## src/hw/rtl/scog_pkg.sv

```systemverilog
// Package for the spiral chunk order generator.
// Holds field widths, register codes, the walk direction type and the structs
// passed between the top level and the walker. Depends on nothing.
package scog_pkg;

  localparam int CAM_W     = 32;
  localparam int COORD_W   = 24;
  localparam int Z_W       = 4;
  localparam int FRAC_BITS = 8;
  localparam int SHIFT_W   = 5;

  localparam int DIST_W    = 6;
  localparam int HEIGHT_W  = 4;
  localparam int CSL_W     = 4;
  localparam int CFG_IDX_W = 2;
  localparam int CFG_DAT_W = 6;

  // Wide enough for (2D+1)^2 at the largest distance the register can hold.
  localparam int TOT_W     = 2 * (DIST_W + 1);

  localparam int MAX_DISTANCE_DEF = 32;
  localparam int MAX_HEIGHT_DEF   = 15;

  localparam logic [DIST_W-1:0]   DIST_RST   = 6'd8;
  localparam logic [HEIGHT_W-1:0] HEIGHT_RST = 4'd3;
  localparam logic [CSL_W-1:0]    CSL_RST    = 4'd5;

  localparam logic [CFG_IDX_W-1:0] CFG_DISTANCE = 2'd0;
  localparam logic [CFG_IDX_W-1:0] CFG_HEIGHT   = 2'd1;
  localparam logic [CFG_IDX_W-1:0] CFG_CHUNK    = 2'd2;

  localparam logic KIND_CAMERA = 1'b0;
  localparam logic KIND_PULL   = 1'b1;

  localparam int TDATA_OUT_W = 56;
  localparam int TUSER_OUT_W = 2;
  localparam int TU_VALID    = 0;
  localparam int TU_RESTART  = 1;

  typedef enum logic [1:0] {
    DIR_DOWN  = 2'd0,
    DIR_LEFT  = 2'd1,
    DIR_UP    = 2'd2,
    DIR_RIGHT = 2'd3
  } dir_t;

  typedef struct packed {
    logic [DIST_W-1:0]   radius;
    logic [HEIGHT_W-1:0] height;
    logic [CSL_W-1:0]    csl;
  } cfg_t;

  typedef struct packed {
    logic                    kind;
    logic signed [CAM_W-1:0] cam_x;
    logic signed [CAM_W-1:0] cam_y;
  } item_t;

  typedef struct packed {
    logic               valid_res;
    logic [COORD_W-1:0] chunk_x;
    logic [COORD_W-1:0] chunk_y;
    logic [Z_W-1:0]     chunk_z;
    logic               final_item;
    logic               restarted;
  } res_t;

endpackage

```

## src/hw/rtl/scog_walker.sv

```systemverilog
// Spiral walker: chunk tracking and the square spiral walk state.
// Produces the result word for the item presented and updates state on step_en.
// Depends on scog_pkg.
module scog_walker #(
  parameter int MAX_DISTANCE = scog_pkg::MAX_DISTANCE_DEF,
  parameter int MAX_HEIGHT   = scog_pkg::MAX_HEIGHT_DEF
) (
  input  logic           clk,
  input  logic           rst_n,
  input  logic           step_en,
  input  scog_pkg::item_t item,
  input  scog_pkg::cfg_t  cfg,
  output scog_pkg::res_t  res
);

  localparam int TOTAL_MAX = (2 * MAX_DISTANCE + 1) * (2 * MAX_DISTANCE + 1);
  localparam int PD_W      = $clog2(TOTAL_MAX + 1);
  localparam int LEG_W     = $clog2(2 * MAX_DISTANCE + 2);

  localparam int CW = scog_pkg::COORD_W;
  localparam int TW = scog_pkg::TOT_W;

  logic                         have_pos_r, have_pos_nxt;
  logic [CW-1:0]                last_x_r, last_x_nxt;
  logic [CW-1:0]                last_y_r, last_y_nxt;
  logic                         active_r, active_nxt;
  logic [CW-1:0]                pt_x_r, pt_x_nxt;
  logic [CW-1:0]                pt_y_r, pt_y_nxt;
  logic [scog_pkg::Z_W-1:0]     h_r, h_nxt;
  scog_pkg::dir_t               dir_r, dir_nxt;
  logic [LEG_W-1:0]             leg_len_r, leg_len_nxt;
  logic [LEG_W-1:0]             leg_step_r, leg_step_nxt;
  logic                         phase_r, phase_nxt;
  logic [PD_W-1:0]              pd_r, pd_nxt;

  logic [scog_pkg::SHIFT_W-1:0]      shamt;
  logic signed [scog_pkg::CAM_W-1:0] sh_x, sh_y;
  logic [CW-1:0]                     cx, cy;
  logic                              restart;
  logic [scog_pkg::DIST_W-1:0]       d_lim;
  logic [scog_pkg::DIST_W:0]         side;
  logic [TW-1:0]                     total;
  logic [TW-1:0]                     pd_inc;
  logic [scog_pkg::HEIGHT_W-1:0]     h_lim;
  logic                              last_col, top;
  logic [LEG_W-1:0]                  leg_step_inc;

  // The arithmetic shift floors toward minus infinity for negative positions.
  assign shamt = scog_pkg::SHIFT_W'(scog_pkg::FRAC_BITS) + {1'b0, cfg.csl};
  assign sh_x  = item.cam_x >>> shamt;
  assign sh_y  = item.cam_y >>> shamt;
  assign cx    = sh_x[CW-1:0];
  assign cy    = sh_y[CW-1:0];
  assign restart = !have_pos_r || (cx != last_x_r) || (cy != last_y_r);

  assign d_lim = (int'(cfg.radius) > MAX_DISTANCE) ?
                 scog_pkg::DIST_W'(MAX_DISTANCE) : cfg.radius;
  assign h_lim = (int'(cfg.height) > MAX_HEIGHT) ?
                 scog_pkg::HEIGHT_W'(MAX_HEIGHT) : cfg.height;
  assign side  = {d_lim, 1'b1};
  assign total = TW'(side) * TW'(side);
  assign pd_inc = TW'(pd_r) + TW'(1);
  assign last_col = pd_inc >= total;
  assign top      = h_r >= h_lim;
  assign leg_step_inc = leg_step_r + LEG_W'(1);

  always_comb begin
    res          = '0;
    have_pos_nxt = have_pos_r;
    last_x_nxt   = last_x_r;
    last_y_nxt   = last_y_r;
    active_nxt   = active_r;
    pt_x_nxt     = pt_x_r;
    pt_y_nxt     = pt_y_r;
    h_nxt        = h_r;
    dir_nxt      = dir_r;
    leg_len_nxt  = leg_len_r;
    leg_step_nxt = leg_step_r;
    phase_nxt    = phase_r;
    pd_nxt       = pd_r;

    if (item.kind == scog_pkg::KIND_CAMERA) begin
      if (restart) begin
        have_pos_nxt  = 1'b1;
        last_x_nxt    = cx;
        last_y_nxt    = cy;
        active_nxt    = 1'b1;
        pt_x_nxt      = cx;
        pt_y_nxt      = cy;
        h_nxt         = '0;
        dir_nxt       = scog_pkg::DIR_DOWN;
        leg_len_nxt   = LEG_W'(1);
        leg_step_nxt  = '0;
        phase_nxt     = 1'b0;
        pd_nxt        = '0;
        res.restarted = 1'b1;
      end
    end else if (active_r) begin
      res.valid_res  = 1'b1;
      res.chunk_x    = pt_x_r;
      res.chunk_y    = pt_y_r;
      res.chunk_z    = h_r;
      res.final_item = last_col && top;
      if (!top) begin
        h_nxt = h_r + scog_pkg::Z_W'(1);
      end else begin
        h_nxt  = '0;
        pd_nxt = pd_r + PD_W'(1);
        if (last_col) begin
          active_nxt = 1'b0;
        end else begin
          unique case (dir_r)
            scog_pkg::DIR_DOWN:  pt_y_nxt = pt_y_r - CW'(1);
            scog_pkg::DIR_LEFT:  pt_x_nxt = pt_x_r - CW'(1);
            scog_pkg::DIR_UP:    pt_y_nxt = pt_y_r + CW'(1);
            scog_pkg::DIR_RIGHT: pt_x_nxt = pt_x_r + CW'(1);
            default:             pt_x_nxt = pt_x_r;
          endcase
          if (leg_step_inc >= leg_len_r) begin
            leg_step_nxt = '0;
            dir_nxt      = scog_pkg::dir_t'(dir_r + 2'd1);
            if (phase_r) begin
              leg_len_nxt = leg_len_r + LEG_W'(1);
            end
            phase_nxt = !phase_r;
          end else begin
            leg_step_nxt = leg_step_inc;
          end
        end
      end
    end
  end

  always_ff @(posedge clk) begin
    if (!rst_n) begin
      have_pos_r <= 1'b0;
      last_x_r   <= '0;
      last_y_r   <= '0;
      active_r   <= 1'b0;
      pt_x_r     <= '0;
      pt_y_r     <= '0;
      h_r        <= '0;
      dir_r      <= scog_pkg::DIR_DOWN;
      leg_len_r  <= LEG_W'(1);
      leg_step_r <= '0;
      phase_r    <= 1'b0;
      pd_r       <= '0;
    end else if (step_en) begin
      have_pos_r <= have_pos_nxt;
      last_x_r   <= last_x_nxt;
      last_y_r   <= last_y_nxt;
      active_r   <= active_nxt;
      pt_x_r     <= pt_x_nxt;
      pt_y_r     <= pt_y_nxt;
      h_r        <= h_nxt;
      dir_r      <= dir_nxt;
      leg_len_r  <= leg_len_nxt;
      leg_step_r <= leg_step_nxt;
      phase_r    <= phase_nxt;
      pd_r       <= pd_nxt;
    end
  end

endmodule

```

## src/hw/rtl/spiral_chunk_order_generator.sv

```systemverilog
// Top level of the spiral chunk order generator.
// Stream ports, configuration registers, input and result registers.
// Depends on scog_pkg and scog_walker.
//
// Usage:
//   The input stream carries camera samples and pull requests, told apart by
//   in_tuser. Every accepted word yields exactly one result word on the output
//   stream. A camera sample in a new chunk restarts the square spiral walk and
//   reports restarted; each pull during a walk returns the next column coordinate
//   and height, with out_tlast on the final coordinate of the walk.
//   Path: an accepted word is registered in the input register; when it
//   advances, the walker steps on it and the result register takes its result,
//   which is offered on out_tvalid until out_tready takes it.
//   Throughput: one word per cycle while out_tready is high; the walker makes one
//   constant-time step per word, between the input register and the result register.
//   Stalls: when out_tready is low the result register holds its word and the
//   input register still takes one more word; after that in_tready goes low.
//   Configuration writes are always ready and are meant for idle periods.
//   Reset: the walk and the held position are cleared, the registers return
//   to distance 8, height 3 and chunk size log2 5.
module spiral_chunk_order_generator #(
  parameter int MAX_DISTANCE = scog_pkg::MAX_DISTANCE_DEF,
  parameter int MAX_HEIGHT   = scog_pkg::MAX_HEIGHT_DEF
) (
  input  logic                                clk,
  input  logic                                rst_n,
  // Input stream.
  input  logic                                in_tvalid,
  output logic                                in_tready,
  input  logic [2*scog_pkg::CAM_W-1:0]        in_tdata,   // cam_x, cam_y
  input  logic                                in_tuser,   // kind
  // Result stream.
  output logic                                out_tvalid,
  input  logic                                out_tready,
  output logic [scog_pkg::TDATA_OUT_W-1:0]    out_tdata,  // chunk_x, chunk_y, chunk_z, pad
  output logic [scog_pkg::TUSER_OUT_W-1:0]    out_tuser,  // valid_res, restarted
  output logic                                out_tlast,  // final_item
  // Configuration writes.
  input  logic                                cfg_valid,
  output logic                                cfg_ready,
  input  logic [scog_pkg::CFG_IDX_W-1:0]      cfg_index,
  input  logic [scog_pkg::CFG_DAT_W-1:0]      cfg_data
);

  localparam int CAM_W = scog_pkg::CAM_W;

  scog_pkg::cfg_t  cfg_r;
  scog_pkg::item_t item_r;
  logic            in_v_r;
  scog_pkg::res_t  res_r;
  scog_pkg::res_t  res;
  logic            out_v_r;
  logic            advance;
  logic            in_acc;

  assign cfg_ready = 1'b1;

  always_ff @(posedge clk) begin
    if (!rst_n) begin
      cfg_r.radius <= scog_pkg::DIST_RST;
      cfg_r.height <= scog_pkg::HEIGHT_RST;
      cfg_r.csl    <= scog_pkg::CSL_RST;
    end else if (cfg_valid) begin
      unique case (cfg_index)
        scog_pkg::CFG_DISTANCE: cfg_r.radius <= cfg_data[scog_pkg::DIST_W-1:0];
        scog_pkg::CFG_HEIGHT:   cfg_r.height <= cfg_data[scog_pkg::HEIGHT_W-1:0];
        scog_pkg::CFG_CHUNK:    cfg_r.csl    <= cfg_data[scog_pkg::CSL_W-1:0];
        default:                cfg_r        <= cfg_r;
      endcase
    end
  end

  // The held word moves on whenever the result register is free or drains.
  assign advance   = in_v_r && (!out_v_r || out_tready);
  assign in_tready = !in_v_r || advance;
  assign in_acc    = in_tvalid && in_tready;

  always_ff @(posedge clk) begin
    if (!rst_n) begin
      in_v_r <= 1'b0;
    end else if (in_acc) begin
      in_v_r <= 1'b1;
    end else if (advance) begin
      in_v_r <= 1'b0;
    end
  end

  always_ff @(posedge clk) begin
    if (in_acc) begin
      item_r.kind  <= in_tuser;
      item_r.cam_x <= $signed(in_tdata[CAM_W-1:0]);
      item_r.cam_y <= $signed(in_tdata[2*CAM_W-1:CAM_W]);
    end
  end

  scog_walker #(
    .MAX_DISTANCE(MAX_DISTANCE),
    .MAX_HEIGHT  (MAX_HEIGHT)
  ) u_walker (
    .clk    (clk),
    .rst_n  (rst_n),
    .step_en(advance),
    .item   (item_r),
    .cfg    (cfg_r),
    .res    (res)
  );

  always_ff @(posedge clk) begin
    if (!rst_n) begin
      out_v_r <= 1'b0;
    end else if (advance) begin
      out_v_r <= 1'b1;
    end else if (out_tready) begin
      out_v_r <= 1'b0;
    end
  end

  always_ff @(posedge clk) begin
    if (advance) begin
      res_r <= res;
    end
  end

  assign out_tvalid = out_v_r;
  assign out_tdata  = {{(scog_pkg::TDATA_OUT_W - 2*scog_pkg::COORD_W - scog_pkg::Z_W){1'b0}},
                       res_r.chunk_z, res_r.chunk_y, res_r.chunk_x};
  assign out_tuser  = {res_r.restarted, res_r.valid_res};
  assign out_tlast  = res_r.final_item;

  // A result with no coordinate (a camera result or a pull outside a walk) carries zero data and never ends a walk.
  a_camera_empty: assert property (@(posedge clk) disable iff (!rst_n)
    out_tvalid && !out_tuser[scog_pkg::TU_VALID] |-> out_tdata == '0 && !out_tlast)
    else $error("camera result carries coordinate data");

  // A result is either a coordinate or a restart report, never both.
  a_excl_flags: assert property (@(posedge clk) disable iff (!rst_n)
    out_tvalid |-> !(out_tuser[scog_pkg::TU_VALID] && out_tuser[scog_pkg::TU_RESTART]))
    else $error("result flagged as both coordinate and restart");

  // A held input word that cannot move on stays held.
  a_hold_input: assert property (@(posedge clk) disable iff (!rst_n)
    in_v_r && !advance |=> in_v_r)
    else $error("input word dropped while stalled");

  // A stalled result is not overwritten.
  a_hold_result: assert property (@(posedge clk) disable iff (!rst_n)
    out_v_r && !out_tready |=> out_v_r && $stable(res_r))
    else $error("stalled result changed");

endmodule

```

## config.mk

```make
export PLATFORM = sky130hd
export DESIGN_NAME = spiral_chunk_order_generator
export DESIGN_NICKNAME = d
export VERILOG_FILES = /design/src/hw/rtl/scog_pkg.sv /design/src/hw/rtl/scog_walker.sv /design/src/hw/rtl/spiral_chunk_order_generator.sv
export SDC_FILE = /design/constraint.sdc
export NUM_CORES = 1
export LEC_CHECK = 0
export ABC_AREA = 1
export BUFFER_PORTS_ARGS = -buffer_cell sky130_fd_sc_hd__buf_2
export CAP_MARGIN = 20
export CORE_MARGIN = 2
export CORE_UTILIZATION = 30
export CTS_BUF_LIST = sky130_fd_sc_hd__clkbuf_16
export CTS_CLUSTER_SIZE = 10
export DETAILED_ROUTE_END_ITERATION = 8
export GPL_TIMING_DRIVEN = 0
export PLACE_DENSITY = 0.45
export REMOVE_ABC_BUFFERS = 1
export SLEW_MARGIN = 0
export SYNTH_ARGS = -nofsm -noshare
export SYNTH_HDL_FRONTEND = slang
export SYNTH_SLANG_ARGS = --single-unit
```

## constraint.sdc

```tcl
create_clock -name clk -period 11.7 [get_ports clk]
set_input_delay 2.34 -clock clk [delete_from_list [all_inputs] [get_ports clk]]
set_output_delay 2.34 -clock clk [all_outputs]
set_load 0.05 [all_outputs]
```

==> results.sh, run 1 <==
export IMPL_yosysTopAreaCell="edfxtp_1"
export IMPL_fp_row_count=86
export IMPL_timing_fmax_mhz=143
export IMPL_outcome="finished, final reports clean"
export IMPL_holdBufCountCts=0
export IMPL_syn_area_per_cell_sq_um=7.21
export IMPL_dp_cells=3115
export IMPL_synth_top_family_by_area="simple AND/OR/NAND/NOR gates"
export IMPL_layout_drive_gt1_share_pct=9.02
export IMPL_worstSetupPathType="flip-flop to flip-flop"
export IMPL_synth_top_area_share_pct=18.6
export IMPL_max_slew_margin_pct=37.1
export IMPL_hold_end="u_walker.phase_r"
export IMPL_setup_viol=0
export IMPL_cts_buffer_depth=3
export IMPL_syn_cell_area_sq_um=16800
export IMPL_p_leak_nw=8.42
export IMPL_synth_compound_area_share_pct=11.5
export IMPL_cap_violations=0
export IMPL_fin_ws_ns=4.72
export IMPL_gp_congestion=0.851
export IMPL_fin_crit_sh_pct=59.6
export IMPL_die_h_um=241
export IMPL_synthCells=2333
export IMPL_fin_worst_skew_ns=0.0317
export IMPL_antenna_left=0
export IMPL_power_density_nw_per_um2=135
export IMPL_place_ws_ns=4.65
export IMPL_detail_route_wl_per_cell_um=15.7
export IMPL_tritoncts="yes"
export IMPL_tightest_slew_ns=0.943
export IMPL_yosys_warnings=0
export IMPL_dpl_hpwl_um=36700
export IMPL_clk_latency_ns=0.55
export IMPL_antenna_found_initial=3
export IMPL_cts_sinks=252
export IMPL_cp_slowest_stage_delay_ns=0.56
export IMPL_synth_seq_cells=252
export IMPL_synth_seq_area_share_pct=36.2
export IMPL_path_buf_inv=5
export IMPL_vdd_drop_max_uv=87.6
export IMPL_hp_class="flip-flop to flip-flop"
export IMPL_tns_ns=0
export IMPL_r2r_start="cfg_r[13]"
export IMPL_num_io_pins=140
export IMPL_htreeDepth=2
export IMPL_cts_buffers=35
export IMPL_hold_path_depth=2
export IMPL_synth_area_leaders="edfxtp_1 (19%), dfxtp_1 (18%), nand2_1 (13%), nand3_1 (11%), ha_1 (7.6%)"
export IMPL_wirelength_um=50000
export IMPL_synth_mux_area_share_pct=0
export IMPL_synth_xor_area_share_pct=3.18
export IMPL_critPathLaunch="cfg_r[13]"
export IMPL_final_cell_mix="nand2_1 (572), nand3_1 (360), inv_1 (234)"
export IMPL_postCtsSetupBuffers=0
export IMPL_fin_nets=2599
export IMPL_arrival_ns=7.45
export IMPL_cp_slowest_cell="fa_1"
export IMPL_grt_pass1_wl_um=80600
export IMPL_worstHoldStart="u_walker.phase_r"
export IMPL_drc_errors=0
export IMPL_detail_route_vias_per_cell=4.85
export IMPL_drtPass1Iterations=5
export IMPL_overflow=0
export IMPL_final_cell_count_no_fill=3178
export IMPL_cp_top_family="adder cells"
export IMPL_cp_max_fo=8
export IMPL_r2r_cells=30
export IMPL_startpoint_type="flip-flop"
export IMPL_clock_root_buffer="clkbuf_16"
export IMPL_die_x_um=241
export IMPL_dieArea_sq_um=58000
export IMPL_track_usage_pct=17.5
export IMPL_via_count=15400
export IMPL_synth_adder_area_share_pct=9.37
export IMPL_hold_viol_final=0
export IMPL_final_common_cell="nand2_1"
export IMPL_drv_slew=0
export IMPL_synth_cell_types=44
export IMPL_holdWs_ns=0.444
export IMPL_grt_max_degree=51
export IMPL_synth_simple_gate_area_share_pct=31.1
export IMPL_ff2ff_setup_slack_ns=4.72
export IMPL_r2r_end="u_walker.leg_len_r[0]"
export IMPL_grt_pass1_vias=14700
export IMPL_worstPathRequired_ns=12.17
export IMPL_grt_setup_unrepaired="no"
export IMPL_coreArea_sq_um=55300
export IMPL_end_kind="flip-flop"
export IMPL_start_util_pct=30.4
export IMPL_path_clk_slew_ns=0.06
export IMPL_port_buffer_count=118
export IMPL_cts_resized=0
export IMPL_min_period_ns=6.98
export IMPL_synthToLayoutAreaGrowth_pct=14.2
export IMPL_drt_iter0_markers=1152
==> Yosys cell counts <==
| cell type | instances |
|---|---|
| buf_1 | 10 |
| xnor2_1 | 22 |
| nand3_2 | 2 |
| a21oi_4 | 1 |
| nor3_1 | 24 |
| a22oi_1 | 3 |
| fa_1 | 15 |
| o2111ai_1 | 3 |
| a21boi_0 | 1 |
| nor2_4 | 2 |
| nand3b_1 | 15 |
| inv_1 | 222 |
| o21a_1 | 2 |
| inv_4 | 1 |
| nand4_1 | 32 |
| a21oi_1 | 211 |
| dfxtp_1 | 148 |
| nand2_1 | 574 |
| nand3_4 | 1 |
| clkinv_1 | 1 |
| nor3b_1 | 1 |
| nand3_1 | 360 |
| conb_1 | 2 |
| or2_2 | 14 |
| inv_2 | 6 |
| ha_1 | 102 |
| nor4_1 | 3 |
| o21ai_0 | 121 |
| o21bai_1 | 6 |
| edfxtp_1 | 104 |
| a211oi_1 | 2 |
| buf_2 | 23 |
| nor2_1 | 162 |
| buf_6 | 16 |
| a21o_1 | 8 |
| a31oi_1 | 4 |
| clkbuf_1 | 51 |
| nand2_4 | 1 |
| o211ai_1 | 4 |
| xor2_1 | 39 |
| o22ai_1 | 3 |
| nand2_8 | 2 |
| buf_4 | 8 |
| and2_1 | 1 |
==> worst register-to-register path, delay by kind of cell, from the launching register on <==
| kind | cells | cell delay [ns] |
|---|---|---|
| compound gates | 10 | 1.54 |
| xor+xnor | 1 | 0.17 |
| fa+ha+maj | 7 | 2.63 |
| buf+inv | 5 | 0.51 |
| flops | 1 | 0.53 |
| simple gates | 7 | 1.52 |
==> where the power goes <==
part / total (mW) / switching (mW) / internal (mW)
Clock: 1.02 / 0.410 / 0.611
Combinational: 0.596 / 0.399 / 0.197
Sequential: 0.985 / 0.0317 / 0.953
==> final cells by class <==
type	instances	area (sq um)
fillers	5995	36100
multi-input cells	1752	9340
flip-flops and latches	252	6090
well taps	748	936
clock buffers	37	926
repair buffers	133	896
inverters	230	872
clock inverters	25	156
diodes	1	2.50
==> worst max path at each step <==
| stage | endpoint | cells past startpoint |
|---|---|---|
| 4_1_cts | u_walker.pt_y_r[10] | 30 |
| 3_3_place_gp | u_walker.pt_y_r[17] | 29 |
| 3_5_place_dp | u_walker.pt_y_r[19] | 31 |
| 6_report | u_walker.leg_len_r[0] | 30 |
| 5_1_grt | u_walker.leg_len_r[0] | 30 |
| 2_1_floorplan | u_walker.pt_x_r[23] | 29 |
==> per-layer routing <==
| layer | part of all wire [%] | routed length (um) | global-route usage [%] | up-vias |
|---|---|---|---|---|
| li1 | - | - | - | 7947 |
| met1 | 50 | 25200 | 25.8 | 7066 |
| met2 | 42 | 21200 | 26.6 | 348 |
| met3 | 5.1 | 2540 | 2.33 | 61 |
| met4 | 2.2 | 1120 | 5.07 | 2 |
| met5 | 0.026 | 13 | 0 | - |
==> logic make-up after synthesis <==
group	after synthesis
flops	252
compound gates	369
simple gates	1194
buf+inv	338
other cells	2
fa+ha+maj	117
xor+xnor	61
==> stage by stage <==
step / power [mW] / utilization (%) / instance area [sq um]
after floorplan: 1.41 / - / 16300
after global placement: 1.59 / 32.2 / 17800
after detailed placement: 1.60 / 32.8 / 18100
after CTS: 2.64 / 34.7 / 19200
after global routing: 2.76 / 34.7 / 19200
final: 2.60 / 34.7 / 19200
==> sequential cells by signal, indices dropped and copies added, names as in the netlist <==
| name | cells |
|---|---|
| u_walker.phase_r | 1 |
| u_walker.dir_r | 2 |
| out_tdata | 52 |
| u_walker.leg_len_r | 7 |
| u_walker.have_pos_r | 1 |
| u_walker.pt_y_r | 24 |
| out_tlast | 1 |
| u_walker.pt_x_r | 24 |
| u_walker.leg_step_r | 7 |
| u_walker.pd_r | 13 |
| out_tuser | 2 |
| item_r | 49 |
| cfg_r | 14 |
| u_walker.active_r | 1 |
| u_walker.last_x_r | 24 |
| in_v_r | 1 |
| u_walker.h_r | 4 |
| out_tvalid | 1 |
| u_walker.last_y_r | 24 |
Power figures use the tool's default switching activity.
==> inputs of run 2 (changes only) <==
--- a/config.mk
+++ b/config.mk
@@ -14,7 +14,7 @@
 export CTS_CLUSTER_SIZE = 10
 export DETAILED_ROUTE_END_ITERATION = 8
 export GPL_TIMING_DRIVEN = 0
-export PLACE_DENSITY = 0.45
+export PLACE_DENSITY = 0.46
 export REMOVE_ABC_BUFFERS = 1
 export SLEW_MARGIN = 0
 export SYNTH_ARGS = -nofsm -noshare
==> constraint.sdc (replaced) <==
create_clock -name clk -period 5.7 [get_ports clk]
set_input_delay 1.14 -clock clk [delete_from_list [all_inputs] [get_ports clk]]
set_output_delay 1.14 -clock clk [all_outputs]
set_load 0.05 [all_outputs]
==> run 2 against run 1 <==
  * Critical path depth grew 1
  * Die area is the same
  * Via count grew 1.8%
  * Sequential power grew 110%
  * Register-to-register slack lost 4.7 ns
  * Clock skew shrank 0.012 ns
  * Final area grew 4.1%
  * First-iteration DRC count shrank 15%
  * Total power grew 110%
  * Global-route usage is essentially flat
  * The flow now finishes with violations (negative setup slack)
==> results.sh, run 2 (synthesis gave the netlist of run 1 again) <==
export IMPL_drt_iter0_markers=982
export IMPL_tritoncts="yes"
export IMPL_largest_reg_flops=52
export IMPL_final_cell_mix="nand2_1 (533), nand3_1 (351), inv_1 (229)"
export IMPL_setup_viol=1
export IMPL_detail_route_wl_per_cell_um=15.9
export IMPL_dp_cells=3114
export IMPL_fin_nets=2625
export IMPL_drc_errors=0
export IMPL_p_leak_nw=8.61
export IMPL_cp_max_fo=14
export IMPL_path_clk_slew_ns=0.05
export IMPL_vdd_drop_max_uv=246
export IMPL_fin_worst_skew_ns=0.0194
export IMPL_clock_root_buffer="clkbuf_16"
export IMPL_detail_route_vias_per_cell=4.90
export IMPL_cts_buffers=35
export IMPL_clk_latency_ns=0.54
export IMPL_drv_slew=0
export IMPL_holdBufCountCts=0
export IMPL_gp_congestion=0.847
export IMPL_die_x_um=241
export IMPL_worstPathRequired_ns=6.11
export IMPL_max_slew_margin_pct=39.7
export IMPL_placedInstanceArea_sq_um=18100
export IMPL_hp_class="flip-flop to flip-flop"
export IMPL_grt_setup_unrepaired="yes"
export IMPL_layout_drive_gt1_share_pct=14.4
export IMPL_port_buffer_count=118
export IMPL_cp_slowest_cell="fa_1"
export IMPL_final_common_cell="nand2_1"
export IMPL_fin_util_pct=36.2
export IMPL_dpl_hpwl_um=36500
export IMPL_startpoint_type="flip-flop"
export IMPL_fp_row_count=86
export IMPL_place_ws_ns=-1.56
export IMPL_synthToLayoutAreaGrowth_pct=18.9
export IMPL_htreeDepth=2
export IMPL_antenna_found_initial=1
export IMPL_holdWs_ns=0.455
export IMPL_timing_fmax_mhz=175
export IMPL_dieArea_sq_um=58000
export IMPL_arrival_ns=6.11
export IMPL_die_h_um=241
export IMPL_track_usage_pct=17.5
export IMPL_violations="negative setup slack"
export IMPL_hold_viol_final=0
export IMPL_num_io_pins=140
export IMPL_power_density_nw_per_um2=268
export IMPL_via_count=15700
export IMPL_antenna_left=0
export IMPL_wirelength_um=50900
export IMPL_worstSetupPathType="flip-flop to flip-flop"
export IMPL_grt_pass1_wl_um=81000
export IMPL_start_util_pct=30.4
export IMPL_cts_sinks=252
export IMPL_cts_buffer_depth=3
export IMPL_end_kind="flip-flop"
export IMPL_fin_ws_ns=-0.00359
export IMPL_grt_pass1_vias=15000
export IMPL_final_cell_count_no_fill=3203
export IMPL_drtPass1Iterations=6
export IMPL_outcome="finished with violations"
export IMPL_tightest_slew_ns=0.904
export IMPL_fin_crit_sh_pct=100
export IMPL_cap_violations=0
export IMPL_antenna_cells=0
export IMPL_coreArea_sq_um=55300
export IMPL_grt_max_degree=51
export IMPL_final_area_sq_um=20000
export IMPL_min_period_ns=5.70
export IMPL_cp_slowest_stage_delay_ns=0.55
export IMPL_crit_top_cell="a21oi_2"
export IMPL_overflow=0
run 2: worst max-delay path: cells and delay by family, from the launching register on:
kind / cells / cell delay [ns]
AOI/OAI and AO/OA: 5 / 0.62
xor gates and xnor gates: 2 / 0.33
adders and majority gates: 7 / 2.58
buffers and inverters: 6 / 0.43
DFF: 1 / 0.40
and+or+nand+nor: 11 / 1.19
run 2: layer usage:
metal  part of all wire (%)  vias to the layer above  track usage, %
met5                      0                        -               0
met4                    2.6                        0            5.59
met3                    5.7                       66            2.34
met2                     43                      395            26.5
met1                     49                     7225            25.5
li1                       -                     8021               -
run 2: cell type report:
| type | instances | area, sq um |
|---|---|---|
| well taps | 748 | 936 |
| fillers | 5950 | 35300 |
| clock buffers | 36 | 901 |
| repair buffers | 157 | 1160 |
| inverters | 230 | 887 |
| multi-input cells | 1754 | 9890 |
| flip-flops and latches | 252 | 6090 |
| clock inverters | 26 | 133 |
run 2: power by group:
group | internal (mW) | switching, mW | leakage (nW)
registers | 1.96 | 0.0658 | 2.22
clock network | 1.18 | 0.823 | 0.577
logic | 0.466 | 0.879 | 5.81
total | 3.60 | 1.77 | 8.61
run 2: timing repair:
| item | 4_1_cts | 5_1_grt |
|---|---|---|
| gates cloned | 1 | 3 |
| setup buffers | 14 | 10 |
| pin swaps | 24 | 56 |
| gates resized for setup | 46 | 108 |
| endpoints found under the setup margin | 67 | 65 |
run 2: stage by stage:
step                setup TNS, ns  power (mW)
finish                   -0.00359        5.37
global route               -12.54        5.70
CTS                             0        5.38
detailed placement         -83.47        3.28
global placement          -306.07        3.25
floorplan                  -63.33        2.90
run 2: final timing paths:
kind | slack, ns | to | startpoint | depth (start not counted)
hold reg to reg | 0.46 | u_walker.phase_r | u_walker.phase_r | 2
setup / recovery | -0.004 | u_walker.pt_y_r[8] | cfg_r[13] | 31
hold / removal | 0.46 | u_walker.phase_r | u_walker.phase_r | 2
setup reg to reg | -0.004 | u_walker.pt_y_r[8] | cfg_r[13] | 31
